===== config.mk =====
export PLATFORM = sky130hd
export DESIGN_NAME = resistor_ladder_key_decoder_flat
export DESIGN_NICKNAME = d
export VERILOG_FILES = /design/src/rtl/core/rlkd_pkg.sv /design/src/rtl/core/rlkd_if.sv /design/src/rtl/core/rlkd_mod_unit.sv /design/src/rtl/core/resistor_ladder_key_decoder.sv /design/src/flat_wrapper.sv
export SDC_FILE = /design/constraint.sdc
export NUM_CORES = 1
export LEC_CHECK = 0
export BUFFER_PORTS_ARGS = -buffer_cell sky130_fd_sc_hd__buf_2
export CORE_UTILIZATION = 52
export CTS_CLUSTER_DIAMETER = 60
export CTS_CLUSTER_SIZE = 20
export DETAILED_ROUTE_END_ITERATION = 7
export GPL_ROUTABILITY_DRIVEN = 0
export PLACE_DENSITY = 0.77
export SYNTH_ARGS = -nofsm -noshare
export SYNTH_HDL_FRONTEND = slang
export SYNTH_SLANG_ARGS = --single-unit

===== constraint.sdc =====
create_clock -name i_clk -period 13.1 [get_ports i_clk]
set_input_delay 1.965 -clock i_clk [delete_from_list [all_inputs] [get_ports i_clk]]
set_output_delay 1.965 -clock i_clk [all_outputs]
set_load 0.005 [all_outputs]

===== src/rtl/core/rlkd_pkg.sv =====
// ----------------------------------------------------------------------------
// rlkd_pkg
// Shared types, codes and the key window decode for the resistor ladder
// key decoder.
// ----------------------------------------------------------------------------
`timescale 1ns / 1ps
`default_nettype none

package rlkd_pkg;

    // Key codes
    localparam logic [2:0] KEY_NONE     = 3'd0;
    localparam logic [2:0] KEY_NEXT     = 3'd1;
    localparam logic [2:0] KEY_PREV     = 3'd2;
    localparam logic [2:0] KEY_VOL_UP   = 3'd3;
    localparam logic [2:0] KEY_VOL_DOWN = 3'd4;
    localparam logic [2:0] KEY_MODE     = 3'd5;

    // Event kinds
    localparam logic [1:0] EV_RELEASE = 2'd0;
    localparam logic [1:0] EV_PRESS   = 2'd1;
    localparam logic [1:0] EV_HELD    = 2'd2;

    // Register indexes (byte address / 4)
    localparam logic [2:0] REG_IDLE_THR  = 3'd0;
    localparam logic [2:0] REG_DEBOUNCE  = 3'd1;
    localparam logic [2:0] REG_POLL_STEP = 3'd2;
    localparam logic [2:0] REG_HOLD_DLY  = 3'd3;
    localparam logic [2:0] REG_REPEAT    = 3'd4;

    // Register reset values
    localparam logic [7:0]  RST_IDLE_THR  = 8'd240;
    localparam logic [3:0]  RST_DEBOUNCE  = 4'd2;
    localparam logic [9:0]  RST_POLL_STEP = 10'd25;
    localparam logic [15:0] RST_HOLD_DLY  = 16'd1200;
    localparam logic [15:0] RST_REPEAT    = 16'd100;

    // Key window bounds on the scaled level (inclusive)
    localparam logic [7:0] WIN_NEXT_HI = 8'd11;
    localparam logic [7:0] WIN_A_LO    = 8'd43;
    localparam logic [7:0] WIN_A_HI    = 8'd65;
    localparam logic [7:0] WIN_B_LO    = 8'd98;
    localparam logic [7:0] WIN_B_HI    = 8'd120;
    localparam logic [7:0] WIN_C_LO    = 8'd162;
    localparam logic [7:0] WIN_C_HI    = 8'd184;

    // Sequencer states
    typedef enum logic [1:0] {
        S_IDLE,
        S_EVAL,
        S_DIV,
        S_OUT
    } t_state;

    // Remainder unit status
    typedef struct packed {
        logic done;
        logic zero;
    } t_mod_status;

    // Map a scaled level to a key code for one ladder channel
    function automatic logic [2:0] decode_key(input logic ch, input logic [7:0] level,
                                              input logic [7:0] thr);
        logic [2:0] key;
        key = KEY_NONE;
        if (level < thr) begin
            if (!ch) begin
                if (level <= WIN_NEXT_HI) begin
                    key = KEY_NEXT;
                end else if (level >= WIN_A_LO && level <= WIN_A_HI) begin
                    key = KEY_PREV;
                end
            end else begin
                if (level >= WIN_A_LO && level <= WIN_A_HI) begin
                    key = KEY_VOL_UP;
                end else if (level >= WIN_B_LO && level <= WIN_B_HI) begin
                    key = KEY_VOL_DOWN;
                end else if (level >= WIN_C_LO && level <= WIN_C_HI) begin
                    key = KEY_MODE;
                end
            end
        end
        return key;
    endfunction

endpackage

`default_nettype wire


===== src/rtl/core/rlkd_if.sv =====
// ----------------------------------------------------------------------------
// rlkd_if
// Valid/ready channels: ADC sample in, key event out.
// ----------------------------------------------------------------------------
`timescale 1ns / 1ps
`default_nettype none

interface rlkd_sample_if;
    logic        valid;
    logic        ready;
    logic        channel;
    logic [11:0] raw_sample;

    modport source (output valid, output channel, output raw_sample, input ready);
    modport sink   (input valid, input channel, input raw_sample, output ready);
endinterface

interface rlkd_event_if;
    logic       valid;
    logic       ready;
    logic [2:0] key_id;
    logic [1:0] event_kind;

    modport source (output valid, output key_id, output event_kind, input ready);
    modport sink   (input valid, input key_id, input event_kind, output ready);
endinterface

`default_nettype wire


===== src/rtl/core/rlkd_mod_unit.sv =====
// ----------------------------------------------------------------------------
// rlkd_mod_unit
// Bit-serial restoring remainder: 16-bit dividend mod 16-bit divisor, one
// quotient bit per cycle; reports whether the remainder is zero.
// ----------------------------------------------------------------------------
`timescale 1ns / 1ps
`default_nettype none

module rlkd_mod_unit (
    input  wire                  i_clk,
    input  wire                  i_rst_n,
    input  wire                  i_start,
    input  wire [15:0]           i_dividend,
    input  wire [15:0]           i_divisor,
    output rlkd_pkg::t_mod_status o_status
);

    logic        r_busy;
    logic        r_done;
    logic [3:0]  r_cnt;
    logic [15:0] r_rem;
    logic [15:0] r_dvd;
    logic [15:0] r_dvs;

    logic [16:0] w_trial;
    logic [16:0] w_diff;
    logic        w_fit;

    // One restoring step
    always_comb begin
        w_trial = {r_rem, r_dvd[15]};
        w_fit   = (w_trial >= {1'b0, r_dvs});
        w_diff  = w_trial - {1'b0, r_dvs};
    end

    // Control
    always_ff @(posedge i_clk) begin
        if (!i_rst_n) begin
            r_busy <= 1'b0;
            r_done <= 1'b0;
            r_cnt  <= '0;
        end else begin
            r_done <= 1'b0;
            if (i_start) begin
                r_busy <= 1'b1;
                r_cnt  <= '0;
            end else if (r_busy) begin
                r_cnt <= r_cnt + 4'd1;
                if (r_cnt == 4'd15) begin
                    r_busy <= 1'b0;
                    r_done <= 1'b1;
                end
            end
        end
    end

    // Datapath
    always_ff @(posedge i_clk) begin
        if (i_start) begin
            r_rem <= '0;
            r_dvd <= i_dividend;
            r_dvs <= i_divisor;
        end else if (r_busy) begin
            r_rem <= w_fit ? w_diff[15:0] : w_trial[15:0];
            r_dvd <= {r_dvd[14:0], 1'b0};
        end
    end

    assign o_status.done = r_done;
    assign o_status.zero = (r_rem == 16'd0);

endmodule

`default_nettype wire


===== src/rtl/core/resistor_ladder_key_decoder.sv =====
// ----------------------------------------------------------------------------
// resistor_ladder_key_decoder
// Decodes ladder ADC samples into debounced press, held-repeat and release
// key events for up to two channels.
// ----------------------------------------------------------------------------
// Channel     Dir  Contents                         Handshake
// i_key_in    in   channel, raw_sample              valid/ready
// o_key_ev    out  key_id, event_kind               valid/ready
// APB         in   5 config regs at 4*i, 32-bit     psel/penable, pready=1
//
// One sample at a time: the block takes it and evaluates it, then is either
// done or runs the bit-serial remainder unit for a held-repeat check; an
// event then waits in the output register until taken.
// Reset (synchronous, active low) clears all channel state and loads the
// register defaults. i_key_in.ready is low while a sample is in work or an
// event is pending. Samples for a channel beyond NUM_CHANNELS are dropped.
// ----------------------------------------------------------------------------
`timescale 1ns / 1ps
`default_nettype none

module resistor_ladder_key_decoder #(
    parameter int NUM_CHANNELS = 2
) (
    input  wire               i_clk,
    input  wire               i_rst_n,
    rlkd_sample_if.sink       i_key_in,
    rlkd_event_if.source      o_key_ev,
    input  wire               psel,
    input  wire               penable,
    input  wire               pwrite,
    input  wire  [4:0]        paddr,
    input  wire  [31:0]       pwdata,
    output logic [31:0]       prdata,
    output logic              pready
);

    localparam int CH_W = (NUM_CHANNELS > 1) ? $clog2(NUM_CHANNELS) : 1;

    // Configuration registers
    logic [7:0]  r_idle_thr;
    logic [3:0]  r_debounce;
    logic [9:0]  r_poll_step;
    logic [15:0] r_hold_dly;
    logic [15:0] r_repeat;

    // Per-channel state
    logic [2:0]  r_cand   [NUM_CHANNELS];
    logic [3:0]  r_count  [NUM_CHANNELS];
    logic [2:0]  r_active [NUM_CHANNELS];
    logic [15:0] r_hold   [NUM_CHANNELS];

    // Sample in work and pending event
    rlkd_pkg::t_state r_state, n_state;
    logic [CH_W-1:0]  r_ch;
    logic             r_ch_raw;
    logic [7:0]       r_level;
    logic [2:0]       r_ev_key;
    logic [1:0]       r_ev_kind;

    logic             w_in_take;
    logic             w_ch_ok;
    logic [2:0]       w_key;
    logic [3:0]       w_new_cnt;
    logic             w_accept;
    logic             w_press;
    logic             w_release;
    logic             w_hold_upd;
    logic [15:0]      w_hold_sum;
    logic             w_start_div;
    logic [15:0]      w_past;
    logic             w_cfg_wr;
    rlkd_pkg::t_mod_status w_mod;

    // APB access
    assign pready   = 1'b1;
    assign w_cfg_wr = psel && penable && pwrite;

    always_ff @(posedge i_clk) begin
        if (!i_rst_n) begin
            r_idle_thr  <= rlkd_pkg::RST_IDLE_THR;
            r_debounce  <= rlkd_pkg::RST_DEBOUNCE;
            r_poll_step <= rlkd_pkg::RST_POLL_STEP;
            r_hold_dly  <= rlkd_pkg::RST_HOLD_DLY;
            r_repeat    <= rlkd_pkg::RST_REPEAT;
        end else if (w_cfg_wr) begin
            unique case (paddr[4:2])
                rlkd_pkg::REG_IDLE_THR:  r_idle_thr  <= pwdata[7:0];
                rlkd_pkg::REG_DEBOUNCE:  r_debounce  <= pwdata[3:0];
                rlkd_pkg::REG_POLL_STEP: r_poll_step <= pwdata[9:0];
                rlkd_pkg::REG_HOLD_DLY:  r_hold_dly  <= pwdata[15:0];
                rlkd_pkg::REG_REPEAT:    r_repeat    <= pwdata[15:0];
                default: ;
            endcase
        end
    end

    always_comb begin
        unique case (paddr[4:2])
            rlkd_pkg::REG_IDLE_THR:  prdata = {24'd0, r_idle_thr};
            rlkd_pkg::REG_DEBOUNCE:  prdata = {28'd0, r_debounce};
            rlkd_pkg::REG_POLL_STEP: prdata = {22'd0, r_poll_step};
            rlkd_pkg::REG_HOLD_DLY:  prdata = {16'd0, r_hold_dly};
            rlkd_pkg::REG_REPEAT:    prdata = {16'd0, r_repeat};
            default:                 prdata = 32'd0;
        endcase
    end

    // Input side
    assign i_key_in.ready = (r_state == rlkd_pkg::S_IDLE);
    assign w_in_take      = i_key_in.valid && i_key_in.ready;
    assign w_ch_ok        = (32'(i_key_in.channel) < NUM_CHANNELS);

    always_ff @(posedge i_clk) begin
        if (w_in_take) begin
            r_ch     <= CH_W'(i_key_in.channel);
            r_ch_raw <= i_key_in.channel;
            r_level  <= i_key_in.raw_sample[11:4];
        end
    end

    // Decode, debounce and event decision for the sample in work
    always_comb begin
        w_key = rlkd_pkg::decode_key(r_ch_raw, r_level, r_idle_thr);
        if (w_key == r_cand[r_ch]) begin
            w_new_cnt = (r_count[r_ch] < r_debounce) ? r_count[r_ch] + 4'd1 : r_count[r_ch];
        end else begin
            w_new_cnt = 4'd1;
        end
        w_accept   = (w_new_cnt >= r_debounce);
        w_hold_sum = r_hold[r_ch] + 16'(r_poll_step);
        w_past     = w_hold_sum - r_hold_dly;
        w_press    = w_accept && (w_key != rlkd_pkg::KEY_NONE)
                     && (r_active[r_ch] == rlkd_pkg::KEY_NONE);
        w_hold_upd = w_accept && (w_key != rlkd_pkg::KEY_NONE)
                     && (r_active[r_ch] == w_key);
        w_release  = w_accept && (w_key == rlkd_pkg::KEY_NONE)
                     && (r_active[r_ch] != rlkd_pkg::KEY_NONE);
        w_start_div = (r_state == rlkd_pkg::S_EVAL) && w_hold_upd
                      && (w_hold_sum >= r_hold_dly) && (r_repeat != 16'd0);
    end

    // Shared remainder unit for the repeat check
    rlkd_mod_unit u_mod (
        .i_clk      (i_clk),
        .i_rst_n    (i_rst_n),
        .i_start    (w_start_div),
        .i_dividend (w_past),
        .i_divisor  (r_repeat),
        .o_status   (w_mod)
    );

    // Sequencer state register
    always_ff @(posedge i_clk) begin
        if (!i_rst_n) begin
            r_state <= rlkd_pkg::S_IDLE;
        end else begin
            r_state <= n_state;
        end
    end

    // Sequencer next state
    always_comb begin
        n_state = r_state;
        unique case (r_state)
            rlkd_pkg::S_IDLE: begin
                if (w_in_take && w_ch_ok) n_state = rlkd_pkg::S_EVAL;
            end
            rlkd_pkg::S_EVAL: begin
                if (w_press || w_release) begin
                    n_state = rlkd_pkg::S_OUT;
                end else if (w_start_div) begin
                    n_state = rlkd_pkg::S_DIV;
                end else begin
                    n_state = rlkd_pkg::S_IDLE;
                end
            end
            rlkd_pkg::S_DIV: begin
                if (w_mod.done) n_state = w_mod.zero ? rlkd_pkg::S_OUT : rlkd_pkg::S_IDLE;
            end
            rlkd_pkg::S_OUT: begin
                if (o_key_ev.ready) n_state = rlkd_pkg::S_IDLE;
            end
            default: n_state = rlkd_pkg::S_IDLE;
        endcase
    end

    // Channel state update
    always_ff @(posedge i_clk) begin
        if (!i_rst_n) begin
            for (int i = 0; i < NUM_CHANNELS; i++) begin
                r_cand[i]   <= rlkd_pkg::KEY_NONE;
                r_count[i]  <= 4'd0;
                r_active[i] <= rlkd_pkg::KEY_NONE;
                r_hold[i]   <= 16'd0;
            end
        end else if (r_state == rlkd_pkg::S_EVAL) begin
            r_cand[r_ch]  <= w_key;
            r_count[r_ch] <= w_new_cnt;
            if (w_press) begin
                r_active[r_ch] <= w_key;
                r_hold[r_ch]   <= 16'd0;
            end else if (w_hold_upd) begin
                r_hold[r_ch] <= w_hold_sum;
            end else if (w_release) begin
                r_active[r_ch] <= rlkd_pkg::KEY_NONE;
                r_hold[r_ch]   <= 16'd0;
            end
        end
    end

    // Event register
    always_ff @(posedge i_clk) begin
        if (r_state == rlkd_pkg::S_EVAL) begin
            if (w_release) begin
                r_ev_key  <= r_active[r_ch];
                r_ev_kind <= rlkd_pkg::EV_RELEASE;
            end else begin
                r_ev_key  <= w_key;
                r_ev_kind <= w_press ? rlkd_pkg::EV_PRESS : rlkd_pkg::EV_HELD;
            end
        end
    end

    assign o_key_ev.valid      = (r_state == rlkd_pkg::S_OUT);
    assign o_key_ev.key_id     = r_ev_key;
    assign o_key_ev.event_kind = r_ev_kind;

    // Checks
    a_done_in_div: assert property (@(posedge i_clk) disable iff (!i_rst_n)
        w_mod.done |-> r_state == rlkd_pkg::S_DIV)
        else $error("remainder done outside repeat check");

    a_key_range: assert property (@(posedge i_clk) disable iff (!i_rst_n)
        o_key_ev.valid |-> (o_key_ev.key_id != rlkd_pkg::KEY_NONE)
                           && (o_key_ev.key_id <= rlkd_pkg::KEY_MODE))
        else $error("event with invalid key code");

    a_one_in_work: assert property (@(posedge i_clk) disable iff (!i_rst_n)
        i_key_in.ready |-> !o_key_ev.valid)
        else $error("sample taken while event pending");

    a_div_start: assert property (@(posedge i_clk) disable iff (!i_rst_n)
        w_start_div |=> r_state == rlkd_pkg::S_DIV)
        else $error("repeat check started without entering wait state");

endmodule

`default_nettype wire


===== src/flat_wrapper.sv =====
// flat-port wrapper written by rule: the top's interface ports become plain ports
module resistor_ladder_key_decoder_flat 
#(
    parameter int NUM_CHANNELS = 2
)
  (i_clk, i_rst_n, psel, penable, pwrite, paddr, pwdata, prdata, pready, i_key_in_valid, i_key_in_channel, i_key_in_raw_sample, i_key_in_ready, o_key_ev_valid, o_key_ev_key_id, o_key_ev_event_kind, o_key_ev_ready);
  rlkd_sample_if i_key_in_i ();
  rlkd_event_if o_key_ev_i ();
  input  wire i_clk;
  input  wire i_rst_n;
  input  wire psel;
  input  wire penable;
  input  wire pwrite;
  input  wire  [4:0] paddr;
  input  wire  [31:0] pwdata;
  output logic [31:0] prdata;
  output logic pready;
  input wire logic [$bits(i_key_in_i.valid)-1:0] i_key_in_valid;
  input wire logic [$bits(i_key_in_i.channel)-1:0] i_key_in_channel;
  input wire logic [$bits(i_key_in_i.raw_sample)-1:0] i_key_in_raw_sample;
  output wire logic [$bits(i_key_in_i.ready)-1:0] i_key_in_ready;
  output wire logic [$bits(o_key_ev_i.valid)-1:0] o_key_ev_valid;
  output wire logic [$bits(o_key_ev_i.key_id)-1:0] o_key_ev_key_id;
  output wire logic [$bits(o_key_ev_i.event_kind)-1:0] o_key_ev_event_kind;
  input wire logic [$bits(o_key_ev_i.ready)-1:0] o_key_ev_ready;
  assign i_key_in_i.valid = i_key_in_valid;
  assign i_key_in_i.channel = i_key_in_channel;
  assign i_key_in_i.raw_sample = i_key_in_raw_sample;
  assign i_key_in_ready = i_key_in_i.ready;
  assign o_key_ev_valid = o_key_ev_i.valid;
  assign o_key_ev_key_id = o_key_ev_i.key_id;
  assign o_key_ev_event_kind = o_key_ev_i.event_kind;
  assign o_key_ev_i.ready = o_key_ev_ready;
  resistor_ladder_key_decoder #(.NUM_CHANNELS(NUM_CHANNELS)) u_core (.i_clk(i_clk), .i_rst_n(i_rst_n), .i_key_in(i_key_in_i), .o_key_ev(o_key_ev_i), .psel(psel), .penable(penable), .pwrite(pwrite), .paddr(paddr), .pwdata(pwdata), .prdata(prdata), .pready(pready));
endmodule

==> results.py <==
metrics = {
    "sta": {
        "max_freq_mhz": 158,
        "timing.slew.headroom": 0.214,
        "setup_viol": 0,
        "clock_skew_ps": 14.0,
        "layout_min_cycle_time_ps": 6340,
        "rsz0062_at_grt": "false",
        "report.final.slew_viol_count": 0,
        "final_hold_viol_count": 0,
        "setup_tns_ps": 0,
        "tightest_slew_ps": 1170,
        "fin_crit_sh": 0.484,
    },
    "synthesis": {
        "synth_largest_area_cell": "edfxtp_1",
        "synth_edf_count": 98,
        "yosysWarnings": 0,
        "synth_area_leaders": "edfxtp_1 (29%), dfxtp_1 (15%), ha_1 (7.1%)",
        "synth_area_per_cell_sq_um": 9.45,
        "synth_ff_type": "edfxtp_1",
        "synthCells": 1086,
        "syn_area_sq_um": 10300,
        "ys_seq_elements": 177,
        "ys_seq_area_frac": 0.441,
        "synth_top_area_frac": 0.287,
        "synth_cell_type_count": 62,
        "async_flop_share": 0,
    },
    "layout": {
        "drive_above_1_share": 0.115,
        "nets": 1245,
        "post-route-util": 0.580,
        "synthToLayoutAreaGrowth_pct": 9.59,
        "antenna_cells": 0,
        "finalNonFillerCells": 1405,
    },
    "cts": {
        "cts-hold-fix-buffers": 0,
        "insertion_delay_ps": 440,
        "cts.clk_slew.worst_paths_ps": 70,
        "cts_tree": "built",
        "htree_levels": 4,
        "cts_buffers": 17,
        "root_buffer": "clkbuf_16",
        "cts.sinks": 177,
        "ctsResizeCount": 0,
        "cts_setup_buffers": 0,
        "clockBufferDepth": 2,
    },
    "place": {
        "hpwl_um": 17300,
        "dp_cells": 1373,
        "io_buffers": 57,
    },
    "grt": {
        "track_usage": 0.242,
        "antenna_found_initial": 0,
        "grt_pass1_vias": 7526,
        "grt_overflow": 0,
        "grt_pass1_wl_um": 37700,
        "grt_max_degree": 67,
    },
    "route": {
        "first_iter_violations": 590,
        "antenna_left": 0,
        "finalWirelength_um": 23500,
        "avgRoutedWirePerCell_um": 16.7,
        "drcViolationCount": 0,
        "vias_per_cell": 5.67,
        "via_count": 7969,
        "dr.pass1.iters": 5,
    },
    "run_status": {
        "outcome": "complete, no violations",
    },
    "setup_path": {
        "r2r-end": "u_core.u_mod.r_dvs[13]",
        "path_class": "flip-flop to flip-flop",
        "crit_arrival_ps": 6390,
        "cp-end-kind": "flip-flop",
        "regToRegSetupSlack_ps": 6760,
        "r2r_cells": 18,
        "worst-path-max-fanout": 29,
        "startpoint_type": "flip-flop",
        "cp.required_ps": 13150,
    },
    "die": {
        "dieHeight_um": 142,
        "core_sq_um": 19400,
        "std_cell_rows": 51,
        "dieArea_sq_um": 20300,
        "start_util": 0.529,
        "io_pins": 97,
        "die_x_um": 142,
    },
    "run": {
        "maxCapViolCount": 0,
    },
    "pwr": {
        "p_int_uw": 1050,
        "vdd_ir_drop_max_uv": 89.1,
        "power_density_nw_per_um2": 139,
        "p_clk_frac": 0.306,
        "p_seq_frac": 0.420,
        "cellLeakagePower_uw": 0.00450,
        "power_switching_uw": 503,
        "p_sw_frac": 0.323,
        "comb_power_share": 0.274,
    },
    "min_path": {
        "hold_class": "flip-flop to flip-flop",
        "min_to": "u_core.r_hold_dly[2]",
        "holdPathStages": 2,
        "hold_start": "u_core.r_hold_dly[2]",
    },
}
-- logic make-up (layout without fill, tap and decap cells) --
kind of cell | Yosys count | after routing | synth area share
compound gates | 229 | 229 | 0.148
xor+xnor | 48 | 48 | 0.0410
fa+ha+maj | 61 | 61 | 0.0766
buf+inv | 135 | 172 | 0.0577
flops | 177 | 177 | 0.441
mux | 64 | 64 | 0.0649
other cells | 2 | 19 | 0.000732
simple gates | 370 | 370 | 0.170
-- cells in the mapped netlist, types with 14 or more instances --
library cell	count
a211oi_1	21
dfxtp_1	79
buf_4	17
xnor2_1	28
o21ai_0	44
xor2_1	20
a21o_1	14
o211ai_1	15
inv_1	74
mux2i_1	44
a21oi_1	44
ha_1	58
nor2_1	96
nand2_1	130
mux2_2	20
nor3_1	20
nand3_1	21
a21boi_0	32
nor4_1	15
nor2b_1	21
clkbuf_1	37
edfxtp_1	98
-- per-stage QoR --
step                area [sq um]  hold slack [ps]  power, uW  setup WS (ps)
finish                     11200              483       1560           6760
detailed placement         10700              473       1080           6780
CTS                        11200              482       1560           6730
floorplan                  10300              452        989           6430
global route               11200              515       1640           6240
global placement           10700              464       1080           6850
-- per-layer routing --
metal | part of all wire | global-route usage | vias to the layer above | wire (um)
li1 | - | - | 3909 | -
met1 | 0.45 | 0.309 | 3758 | 10400
met2 | 0.47 | 0.401 | 262 | 11100
met3 | 0.051 | 0.0434 | 40 | 1200
met4 | 0.029 | 0.108 | 0 | 672
met5 | 0 | 0 | - | 0
-- cell usage in the layout (no fill, tap or decap), types with 19 or more instances in the layout --
cell	count
inv_1	74
nor2b_1	21
o21ai_0	44
mux2i_1	44
nand2_1	130
xnor2_1	28
nor3_1	19
buf_2	57
edfxtp_1	98
dfxtp_1	79
nor2_1	96
a21boi_0	32
a211oi_1	21
mux2_2	20
nand3_1	21
ha_1	58
a21oi_1	44
conb_1	19
xor2_1	20
-- worst max path at each step --
stage / endpoint / start
after floorplan: u_core.u_mod.r_dvs[0] / flip-flop
final: u_core.u_mod.r_dvs[13] / flip-flop
after global placement: u_core.u_mod.r_dvs[1] / flip-flop
after global routing: u_core.u_mod.r_dvs[13] / flip-flop
after detailed placement: u_core.u_mod.r_dvs[1] / flip-flop
after CTS: u_core.u_mod.r_dvs[13] / flip-flop
-- registers in the layout, indices dropped and copies added (netlist names), 2 cells and up, named ones only --
name	cells
u_core.r_level	8
u_core.r_repeat	16
u_core.o_key_ev.event_kind	2
u_core.r_hold	32
u_core.r_cand	6
u_core.r_count	8
u_core.o_key_ev.key_id	3
u_core.r_idle_thr	8
u_core.r_poll_step	10
u_core.r_hold_dly	16
u_core.u_mod.r_dvd	16
u_core.u_mod.r_rem	16
u_core.u_mod.r_cnt	4
u_core.r_active	6
u_core.r_state	2
u_core.r_debounce	4
u_core.u_mod.r_dvs	16
-- power groups by stage --
stage	combinational [uW]	sequential [uW]	clock, uW
2_1_floorplan	336	653	0
3_3_place_gp	411	664	0
3_5_place_dp	419	665	0
4_1_cts	424	654	480
5_1_grt	476	658	502
6_report	427	654	477
-- worst max-delay path: stages (launching register included) --
cell and delay, ps:
dfxtp_1 310, buf_4 380, mux2_2 400, ha_1 220, fa_1 410, a21o_1 190
a21oi_1 220, o21ai_0 140, o41ai_1 550, o21ai_0 260, xor2_1 430, inv_1 100
ha_1 390, nand3_1 120, o21bai_1 280, a211oi_1 90, o21ai_0 160, o21ai_0 270
nor3_2 1000
-- layout make-up --
cell class	count	area [sq um]
fillers	1665	8160
multi-input cells	791	5210
flip-flops and latches	177	4520
clock buffers	20	447
repair buffers	66	353
well taps	265	332
inverters	74	278
clock inverters	12	97.6
No activity file was read; power rests on OpenSTA's default activity.
